[src/rtl/tscr_pkg.sv]
// Package for the top-two class similarity ranker.
// Holds widths, register and model codes and the cell payload type.
// No dependencies.
`default_nettype none

package tscr_pkg;

  localparam int FRACTION_BITS = 15;
  localparam int SIM_W         = 16;
  localparam int TAG_W         = 5;
  localparam int NUM_CLS       = 5;
  localparam int LANE_W        = 3;
  localparam int RANK_W        = 3;
  localparam int CLS_W         = 3;
  localparam int TERM_W        = FRACTION_BITS + 1;
  localparam int DIV_STEPS     = TERM_W;
  localparam int REM_W         = SIM_W + 1;
  localparam int IDX_W         = FRACTION_BITS + CLS_W;
  localparam int IDXV_W        = 18;
  localparam int CMP_W         = (SIM_W > TERM_W) ? SIM_W : TERM_W;
  localparam int CFG_IDX_W     = 2;
  localparam int CFG_DATA_W    = 2;
  localparam int NSTG          = DIV_STEPS + 3;

  localparam logic [TERM_W-1:0] ONE = {1'b1, {FRACTION_BITS{1'b0}}};

  typedef enum logic [CFG_IDX_W-1:0] {
    REG_FIND_SECOND   = 2'd0,
    REG_COMPUTE_INDEX = 2'd1,
    REG_INDEX_MODEL   = 2'd2
  } cfg_reg_e;

  typedef enum logic [1:0] {
    MODEL_NONE          = 2'd0,
    MODEL_ONE_MINUS_F   = 2'd1,
    MODEL_ONE_MINUS_GAP = 2'd2,
    MODEL_RATIO         = 2'd3
  } model_e;

  typedef logic [SIM_W-1:0] sim_t;
  typedef logic [TAG_W-1:0] tag_t;

  typedef struct packed {
    logic nodata;
    tag_t ftag;
    sim_t fsim;
    tag_t stag;
    sim_t ssim;
  } cell_t;

endpackage

`default_nettype wire

[src/rtl/tscr_lane.sv]
// One ranking lane: counts how many of the other classes outrank its own class.
// Depends on tscr_pkg.
`default_nettype none

module tscr_lane (
  input  tscr_pkg::sim_t                sims_i [tscr_pkg::NUM_CLS],
  input  logic [tscr_pkg::LANE_W-1:0]   lane_i,
  output logic [tscr_pkg::RANK_W-1:0]   rank_o
);
  import tscr_pkg::*;

  sim_t own_sim;

  assign own_sim = sims_i[lane_i];

  // A class with a larger tag sits at a higher lane and wins a tie.
  always_comb begin
    rank_o = '0;
    for (int j = 0; j < NUM_CLS; j++) begin
      if (LANE_W'(j) != lane_i &&
          (sims_i[j] > own_sim || (sims_i[j] == own_sim && LANE_W'(j) > lane_i))) begin
        rank_o = rank_o + RANK_W'(1);
      end
    end
  end

endmodule

`default_nettype wire

[src/rtl/tscr_merge.sv]
// Merging stage: picks the first and second class from the lane ranks.
// Depends on tscr_pkg.
`default_nettype none

module tscr_merge (
  input  tscr_pkg::sim_t              sims_i [tscr_pkg::NUM_CLS],
  input  logic [tscr_pkg::NUM_CLS-1:0] first_sel_i,
  input  logic [tscr_pkg::NUM_CLS-1:0] second_sel_i,
  input  logic                        nodata_i,
  output tscr_pkg::cell_t             cell_o
);
  import tscr_pkg::*;

  // The one-hot selects are the tags themselves.
  always_comb begin
    cell_o.nodata = nodata_i;
    cell_o.ftag   = first_sel_i;
    cell_o.stag   = second_sel_i;
    cell_o.fsim   = '0;
    cell_o.ssim   = '0;
    for (int k = 0; k < NUM_CLS; k++) begin
      cell_o.fsim = cell_o.fsim | (sims_i[k] & {SIM_W{first_sel_i[k]}});
      cell_o.ssim = cell_o.ssim | (sims_i[k] & {SIM_W{second_sel_i[k]}});
    end
  end

endmodule

`default_nettype wire

[src/rtl/tscr_div_step.sv]
// One registered step of the restoring divider for the ratio model.
// Produces one quotient bit per stage and carries the cell along. Depends on tscr_pkg.
`default_nettype none

module tscr_div_step (
  input  logic                        clk_i,
  input  logic                        en_i,
  input  tscr_pkg::cell_t             cell_i,
  input  logic [tscr_pkg::REM_W-1:0]  rem_i,
  input  logic [tscr_pkg::TERM_W-1:0] quo_i,
  output tscr_pkg::cell_t             cell_o,
  output logic [tscr_pkg::REM_W-1:0]  rem_o,
  output logic [tscr_pkg::TERM_W-1:0] quo_o
);
  import tscr_pkg::*;

  logic [REM_W-1:0] div_ext;
  logic             bit_d;
  logic [REM_W-1:0] diff;
  logic [REM_W-1:0] rem_d;

  assign div_ext = REM_W'(cell_i.fsim);
  assign bit_d   = (rem_i >= div_ext);
  assign diff    = bit_d ? (rem_i - div_ext) : rem_i;
  // The remainder stays below the divisor, so doubling it fits.
  assign rem_d   = {diff[REM_W-2:0], 1'b0};

  always_ff @(posedge clk_i) begin
    if (en_i) begin
      cell_o <= cell_i;
      rem_o  <= rem_d;
      quo_o  <= {quo_i[TERM_W-2:0], bit_d};
    end
  end

endmodule

`default_nettype wire

[src/rtl/top_two_class_similarity_ranker.sv]
// Top level of the top-two class similarity ranker: lanes, merge, divider and output stage.
// Depends on tscr_pkg, tscr_lane, tscr_merge and tscr_div_step.
//
//  Channel | Handshake                  | Payload
//  --------+----------------------------+----------------------------------------------
//  in      | in_valid_i / in_ready_o    | ridge_nodata_i, five *_sim_i similarities
//  out     | out_valid_o / out_ready_i  | cell_valid_o .. index_value_o
//  cfg     | cfg_we_i                   | cfg_idx_i, cfg_data_i
//
// One beat per cycle is accepted while in_ready_o is high; each beat passes through the
// lane, merge, divider and output registers in turn. The pipeline depth is set by the
// ratio-model divider, which resolves one quotient bit per pipeline stage.
// Reset clears the stage valid bits and both flags; the index model resets to ONE_MINUS_F.
// Each stage holds while the next one is full and stalled; empty stages still take beats.
`default_nettype none

module top_two_class_similarity_ranker (
  input  logic                            clk_i,
  input  logic                            rst_ni,
  input  logic                            cfg_we_i,
  input  logic [tscr_pkg::CFG_IDX_W-1:0]  cfg_idx_i,
  input  logic [tscr_pkg::CFG_DATA_W-1:0] cfg_data_i,
  input  logic                            in_valid_i,
  output logic                            in_ready_o,
  input  logic                            ridge_nodata_i,
  input  logic [15:0]                     ridge_sim_i,
  input  logic [15:0]                     shoulder_sim_i,
  input  logic [15:0]                     back_sim_i,
  input  logic [15:0]                     foot_sim_i,
  input  logic [15:0]                     valley_sim_i,
  output logic                            out_valid_o,
  input  logic                            out_ready_i,
  output logic                            cell_valid_o,
  output logic [4:0]                      first_tag_o,
  output logic [15:0]                     first_similarity_o,
  output logic                            second_valid_o,
  output logic [4:0]                      second_tag_o,
  output logic [15:0]                     second_similarity_o,
  output logic                            index_valid_o,
  output logic [17:0]                     index_value_o
);
  import tscr_pkg::*;

  // Configuration
  logic       find_second_q;
  logic       compute_index_q;
  logic [1:0] index_model_q;

  always_ff @(posedge clk_i or negedge rst_ni) begin
    if (!rst_ni) begin
      find_second_q   <= 1'b0;
      compute_index_q <= 1'b0;
      index_model_q   <= MODEL_ONE_MINUS_F;
    end else if (cfg_we_i) begin
      unique case (cfg_idx_i)
        REG_FIND_SECOND:   find_second_q   <= cfg_data_i[0];
        REG_COMPUTE_INDEX: compute_index_q <= cfg_data_i[0];
        REG_INDEX_MODEL:   index_model_q   <= cfg_data_i[1:0];
        default: ;
      endcase
    end
  end

  // Stage handshake: a stage loads when it or any later stage is empty, or the output is taken.
  logic [NSTG-1:0] vld_q;
  logic [NSTG-1:0] rdy;
  logic [NSTG-1:0] vin;

  always_comb begin
    logic [NSTG-1:0] lo_mask;
    for (int k = 0; k < NSTG; k++) begin
      lo_mask = NSTG'((64'd1 << k) - 64'd1);
      rdy[k]  = out_ready_i || !(&(vld_q | lo_mask));
    end
  end

  assign vin        = {vld_q[NSTG-2:0], in_valid_i};
  assign in_ready_o = rdy[0];

  always_ff @(posedge clk_i or negedge rst_ni) begin
    if (!rst_ni) begin
      vld_q <= '0;
    end else begin
      for (int k = 0; k < NSTG; k++) begin
        if (rdy[k]) begin
          vld_q[k] <= vin[k];
        end
      end
    end
  end

  // Lane stage
  sim_t              in_sims [NUM_CLS];
  logic [RANK_W-1:0] lane_rank [NUM_CLS];
  sim_t              s0_sim_q [NUM_CLS];
  logic [NUM_CLS-1:0] s0_first_q;
  logic [NUM_CLS-1:0] s0_second_q;
  logic              s0_nodata_q;

  assign in_sims[0] = ridge_sim_i;
  assign in_sims[1] = shoulder_sim_i;
  assign in_sims[2] = back_sim_i;
  assign in_sims[3] = foot_sim_i;
  assign in_sims[4] = valley_sim_i;

  for (genvar g = 0; g < NUM_CLS; g++) begin : g_lane
    tscr_lane u_lane (
      .sims_i (in_sims),
      .lane_i (LANE_W'(g)),
      .rank_o (lane_rank[g])
    );
  end

  always_ff @(posedge clk_i) begin
    if (rdy[0]) begin
      s0_nodata_q <= ridge_nodata_i;
      for (int k = 0; k < NUM_CLS; k++) begin
        s0_sim_q[k]    <= in_sims[k];
        s0_first_q[k]  <= (lane_rank[k] == RANK_W'(0));
        s0_second_q[k] <= (lane_rank[k] == RANK_W'(1));
      end
    end
  end

  // Merge stage
  cell_t merge_cell;
  cell_t m_cell_q;

  tscr_merge u_merge (
    .sims_i       (s0_sim_q),
    .first_sel_i  (s0_first_q),
    .second_sel_i (s0_second_q),
    .nodata_i     (s0_nodata_q),
    .cell_o       (merge_cell)
  );

  always_ff @(posedge clk_i) begin
    if (rdy[1]) begin
      m_cell_q <= merge_cell;
    end
  end

  // Divider pipeline for the ratio model: second / first with FRACTION_BITS fraction bits.
  cell_t             div_cell [DIV_STEPS+1];
  logic [REM_W-1:0]  div_rem  [DIV_STEPS+1];
  logic [TERM_W-1:0] div_quo  [DIV_STEPS+1];

  assign div_cell[0] = m_cell_q;
  assign div_rem[0]  = REM_W'(m_cell_q.ssim);
  assign div_quo[0]  = '0;

  for (genvar g = 0; g < DIV_STEPS; g++) begin : g_div
    tscr_div_step u_step (
      .clk_i  (clk_i),
      .en_i   (rdy[g+2]),
      .cell_i (div_cell[g]),
      .rem_i  (div_rem[g]),
      .quo_i  (div_quo[g]),
      .cell_o (div_cell[g+1]),
      .rem_o  (div_rem[g+1]),
      .quo_o  (div_quo[g+1])
    );
  end

  // Output stage
  cell_t             fin;
  logic [TERM_W-1:0] quo;
  logic [CMP_W-1:0]  f_ext;
  logic [CMP_W-1:0]  d_ext;
  logic [CMP_W-1:0]  one_ext;
  logic [TERM_W-1:0] term;
  logic [TERM_W-1:0] half;
  logic              idx_ok;
  logic [CLS_W-1:0]  cls;
  logic [IDX_W-1:0]  base;
  logic [IDX_W-1:0]  idx_full;

  logic              cell_valid_d,  cell_valid_q;
  tag_t              first_tag_d,   first_tag_q;
  sim_t              first_sim_d,   first_sim_q;
  logic              second_valid_d, second_valid_q;
  tag_t              second_tag_d,  second_tag_q;
  sim_t              second_sim_d,  second_sim_q;
  logic              index_valid_d, index_valid_q;
  logic [IDXV_W-1:0] index_value_d, index_value_q;

  assign fin     = div_cell[DIV_STEPS];
  assign quo     = div_quo[DIV_STEPS];
  assign f_ext   = CMP_W'(fin.fsim);
  assign d_ext   = CMP_W'(fin.fsim - fin.ssim);
  assign one_ext = CMP_W'(ONE);

  always_comb begin
    term   = '0;
    idx_ok = compute_index_q;
    case (index_model_q)
      MODEL_ONE_MINUS_F:   term = (f_ext >= one_ext) ? '0 : TERM_W'(one_ext - f_ext);
      MODEL_ONE_MINUS_GAP: term = (d_ext >= one_ext) ? '0 : TERM_W'(one_ext - d_ext);
      MODEL_RATIO: begin
        term = (quo > ONE) ? ONE : quo;
        if (fin.fsim == '0) begin
          idx_ok = 1'b0;
        end
      end
      default: idx_ok = 1'b0;
    endcase
    half = term >> 1;

    cls = '0;
    for (int k = 0; k < NUM_CLS; k++) begin
      if (fin.ftag[k]) begin
        cls = CLS_W'(k + 1);
      end
    end
    base     = IDX_W'(cls) << FRACTION_BITS;
    idx_full = (fin.stag > fin.ftag) ? (base + IDX_W'(half)) : (base - IDX_W'(half));
  end

  always_comb begin
    cell_valid_d   = 1'b0;
    first_tag_d    = '0;
    first_sim_d    = '0;
    second_valid_d = 1'b0;
    second_tag_d   = '0;
    second_sim_d   = '0;
    index_valid_d  = 1'b0;
    index_value_d  = '0;
    if (!fin.nodata) begin
      cell_valid_d = 1'b1;
      first_tag_d  = fin.ftag;
      first_sim_d  = fin.fsim;
      if (find_second_q) begin
        second_valid_d = 1'b1;
        second_tag_d   = fin.stag;
        second_sim_d   = fin.ssim;
        if (idx_ok) begin
          index_valid_d = 1'b1;
          index_value_d = IDXV_W'(idx_full);
        end
      end
    end
  end

  always_ff @(posedge clk_i) begin
    if (rdy[NSTG-1]) begin
      cell_valid_q   <= cell_valid_d;
      first_tag_q    <= first_tag_d;
      first_sim_q    <= first_sim_d;
      second_valid_q <= second_valid_d;
      second_tag_q   <= second_tag_d;
      second_sim_q   <= second_sim_d;
      index_valid_q  <= index_valid_d;
      index_value_q  <= index_value_d;
    end
  end

  assign out_valid_o         = vld_q[NSTG-1];
  assign cell_valid_o        = cell_valid_q;
  assign first_tag_o         = first_tag_q;
  assign first_similarity_o  = first_sim_q;
  assign second_valid_o      = second_valid_q;
  assign second_tag_o        = second_tag_q;
  assign second_similarity_o = second_sim_q;
  assign index_valid_o       = index_valid_q;
  assign index_value_o       = index_value_q;

`ifndef ASSERT_OFF
  // The input side only stalls when every stage is full and the output is held.
  a_stall_only_when_full: assert property (@(posedge clk_i) disable iff (!rst_ni)
    !in_ready_o |-> (out_valid_o && !out_ready_i && (&vld_q)))
    else $error("input stalled with room in the pipeline");

  a_first_onehot: assert property (@(posedge clk_i) disable iff (!rst_ni)
    (out_valid_o && cell_valid_o) |-> $onehot(first_tag_o))
    else $error("first tag is not a single class");

  a_second_ranked: assert property (@(posedge clk_i) disable iff (!rst_ni)
    (out_valid_o && second_valid_o) |->
      ($onehot(second_tag_o) && second_tag_o != first_tag_o &&
       second_similarity_o <= first_similarity_o))
    else $error("second rank inconsistent with first");

  a_index_needs_second: assert property (@(posedge clk_i) disable iff (!rst_ni)
    (out_valid_o && index_valid_o) |-> (second_valid_o && cell_valid_o))
    else $error("index reported without second rank");

  a_nodata_zero: assert property (@(posedge clk_i) disable iff (!rst_ni)
    (out_valid_o && !cell_valid_o) |->
      (first_tag_o == '0 && !second_valid_o && !index_valid_o))
    else $error("no-data cell carries data");
`endif

endmodule

`default_nettype wire
[config.mk]
export PLATFORM = sky130hd
export DESIGN_NAME = top_two_class_similarity_ranker
export DESIGN_NICKNAME = d
export VERILOG_FILES = /design/src/rtl/tscr_pkg.sv /design/src/rtl/tscr_lane.sv /design/src/rtl/tscr_merge.sv /design/src/rtl/tscr_div_step.sv /design/src/rtl/top_two_class_similarity_ranker.sv
export SDC_FILE = /design/constraint.sdc
export NUM_CORES = 2
export LEC_CHECK = 0
export BUFFER_PORTS_ARGS = -buffer_cell sky130_fd_sc_hd__buf_4
export CAP_MARGIN = 20
export CORE_AREA = 2 2 337 339
export DETAILED_ROUTE_END_ITERATION = 10
export DIE_AREA = 0 0 339 341
export HOLD_SLACK_MARGIN = 0.06
export PLACE_DENSITY = 0.78
export SLEW_MARGIN = 10
export SYNTH_ARGS = -nofsm -noshare
export SYNTH_HDL_FRONTEND = slang
export SYNTH_SLANG_ARGS = --single-unit
[constraint.sdc]
create_clock -name clk_i -period 36.6 [get_ports clk_i]
set_input_delay 5.49 -clock clk_i [delete_from_list [all_inputs] [get_ports clk_i]]
set_output_delay 5.49 -clock clk_i [all_outputs]
set_load 0.1 [all_outputs]
==> results.cfg <==
[timing]
skew_ns = 0.04662
period_minus_slack_ns = 14.41
hold_viol_final = 0
tightest_slew_ns = 0.9919
finalSetupViolations = 0
period_share_pct = 39.37
fin_setup_tns_ns = 0
slew_headroom_pct = 33.87
hold_ws_ns = 0.3974
max_freq_mhz = 69.40
slew_violations = 0
rsz0062_at_grt = no

[clock_network]
clock-sinks = 1284
clk_pin_slew_ns = 0.07
cts_made_buffers = 132
post_cts_resize_count = 0
ctsHoldBuffers = 0
root_buffer = clkbuf_16
cts_tree = built
post_cts_buffers = 0
cts.htree.levels = 4
clk_latency_ns = 0.75
cts_buffer_depth = 3

[worst_setup_path]
critPathMaxStageDelay_ns = 0.46
cp_cell_sequence = buf_4 -> nor2b_1 -> nand3_4 -> nor2_1 -> nand2_2 -> nor2_1 -> nand3_2 -> buf_4 -> nor2_1 -> nand4_1 -> buf_4
rr_worst_depth = 14
crit_required_ns = 31.11
r2r-end = index_value_o[17]$_SDFFCE_PP0P_
cpMaxStageDelayCell = nor2_1
start_kind = primary input
path_max_fanout = 64
r2r_setup_slack_ns = 31.96
critPathKind = primary input to output port
r2r_start = g_div[15].u_step.cell_o[21]$_DFFE_PP_
endpoint_kind = output port
critPathArrivalTime_ns = 8.92

[logic_synthesis]
ys_seq_area_share_pct = 62.90
synth-edff-count = 1261
ys_async_sr_fraction_pct = 1.791
synth_area_um2 = 61120
netlist.area_leader.share_pct = 61.96
synth-adder-area-share_pct = 9.900
synth_nets = 5168
ys_warn_count = 0
synth_xor_area_share_pct = 3.020
ys_types = 90
post_synth.cell_area_avg_um2 = 13.27
synth_top_cell_by_area = edfxtp_1
synth_top_family_by_area = adder cells
synth_cells = 4604
synth_compound_area_share_pct = 9.579
synth-simple-area-share_pct = 8.873
ys.flop_type = edfxtp_1
ys_ff_latch = 1284
muxShareOfSynthArea_pct = 2.322
netlist_top_cells_area = edfxtp_1, ha_1, inv_1
ys_top_cells_by_count = edfxtp_1, inv_1, ha_1, nor2_1, a21oi_1
yosys.cell_count.top_type = edfxtp_1

[layout]
diodes = 0
nNetsFinal = 5411
syn_to_final_growth_pct = 11.90
fin_util_pct = 61.13
fill_cells = 8153
stdcell_count = 6447
drive_gt1_share_pct = 11.16

[grt]
first_global_vias = 36610
grt-ovfl-total = 0
grt_pass1_wl_um = 192000
antenna_found_initial = 0
grt_usage_pct = 20.90
grt_max_degree = 92

[route]
viasPerCell = 5.719
detail_route.iter0.violations = 3487
drt-pass1-iter-count = 8
drc = 0
final_antenna_net_count = 0
wl_um = 121100
drt-wirelength-per-cell_um = 18.79
vias = 36870

[worst_hold_path]
holdPathStages = 0
min_from = g_div[1].u_step.cell_o[19]$_DFFE_PP_
hold_path_end = g_div[2].u_step.cell_o[19]$_DFFE_PP_
hold_path_class = flop to flop

[floorplanning]
io_pins = 155
rows = 123
start_util_pct = 54.63
die-area_um2 = 115600
die_w_um = 339
fp.coreArea_um2 = 111900
die_h_um = 341

[placement]
dp_hpwl_um = 86440
place.gp.congestion = 0.9255
dp.cells = 6210
io_buffers = 154

[status]
status = finished, final reports clean

[run]
drv_cap = 0
-- routing by layer --
metal | global-route usage (%) | up-vias | share of wire (%)
met3 | 3.080 | 275 | 5.4
met1 | 25.88 | 17710 | 41
li1 | - | 17630 | -
met5 | 0 | - | 0
met2 | 36.90 | 1256 | 50
met4 | 8.370 | 0 | 3.6
-- stage by stage --
step,setup slack (ns),cell area [µm²]
6_report,22.19,68390
5_1_grt,21.88,68390
4_1_cts,22.17,68340
3_5_place_dp,22.20,64110
3_3_place_gp,22.30,64110
2_1_floorplan,15.35,61120
-- layout make-up --
cell class              instances  area (µm²)  area share [%]
clock inverters                71       774.5           1.132
flip-flops and latches       1284       38440           56.21
well taps                    1500        1877           2.744
clock buffers                 163        3450           5.044
inverters                     480        1802           2.634
multi-input cells            2768       20650           30.20
repair buffers                181        1391           2.034
-- state kept, by name, indices dropped and copies added (netlist names), 16 cells and up --
signal / count
g_div.u_step.cell_o: 688
vld_q: 19
second_similarity_o: 16
s0_sim_q: 80
g_div.u_step.rem_o: 240
div_cell: 43
g_div.u_step.quo_o: 136
index_value_o: 18
first_similarity_o: 16
-- layout by cell type (no fill, tap or decap), types with 35 or more instances in the layout --
cell	instances
nand3_1	71
o21a_1	88
and2_1	49
nand2_1	205
o21ai_0	158
a21o_1	84
mux2_2	108
nor2b_1	80
nand4_1	86
nand2b_1	43
xor2_1	80
a31oi_1	35
a22oi_1	44
ha_1	458
a21boi_0	43
edfxtp_1	1261
a21oi_1	227
inv_1	474
clkbuf_16	132
buf_4	179
nor3_1	73
xnor2_1	127
nor2_1	307
-- worst max path at each step --
stage / start / to / slack (ns)
after floorplan: out_ready_i / in_ready_o / 15.35
after global placement: out_ready_i / in_ready_o / 22.30
after detailed placement: out_ready_i / in_ready_o / 22.20
after CTS: out_ready_i / in_ready_o / 22.17
after global routing: out_ready_i / in_ready_o / 21.88
final: out_ready_i / in_ready_o / 22.19
-- critical path: cells and delay by family --
family / cells / cell delay, ns
AND/OR/NAND/NOR: 8 / 2.59
buffers and inverters: 3 / 0.81
-- cells by family (layout without fill, tap and decap cells) --
logic type | Yosys count | in the layout
buf+inv | 552 | 895
xor+xnor | 209 | 209
mux | 127 | 127
flops | 1284 | 1284
compound gates | 873 | 873
fa+ha+maj | 474 | 474
simple gates | 1085 | 1085
Power is not shown: default switching activity piles up to over one toggle a cycle in this logic, so the estimate is an artifact.
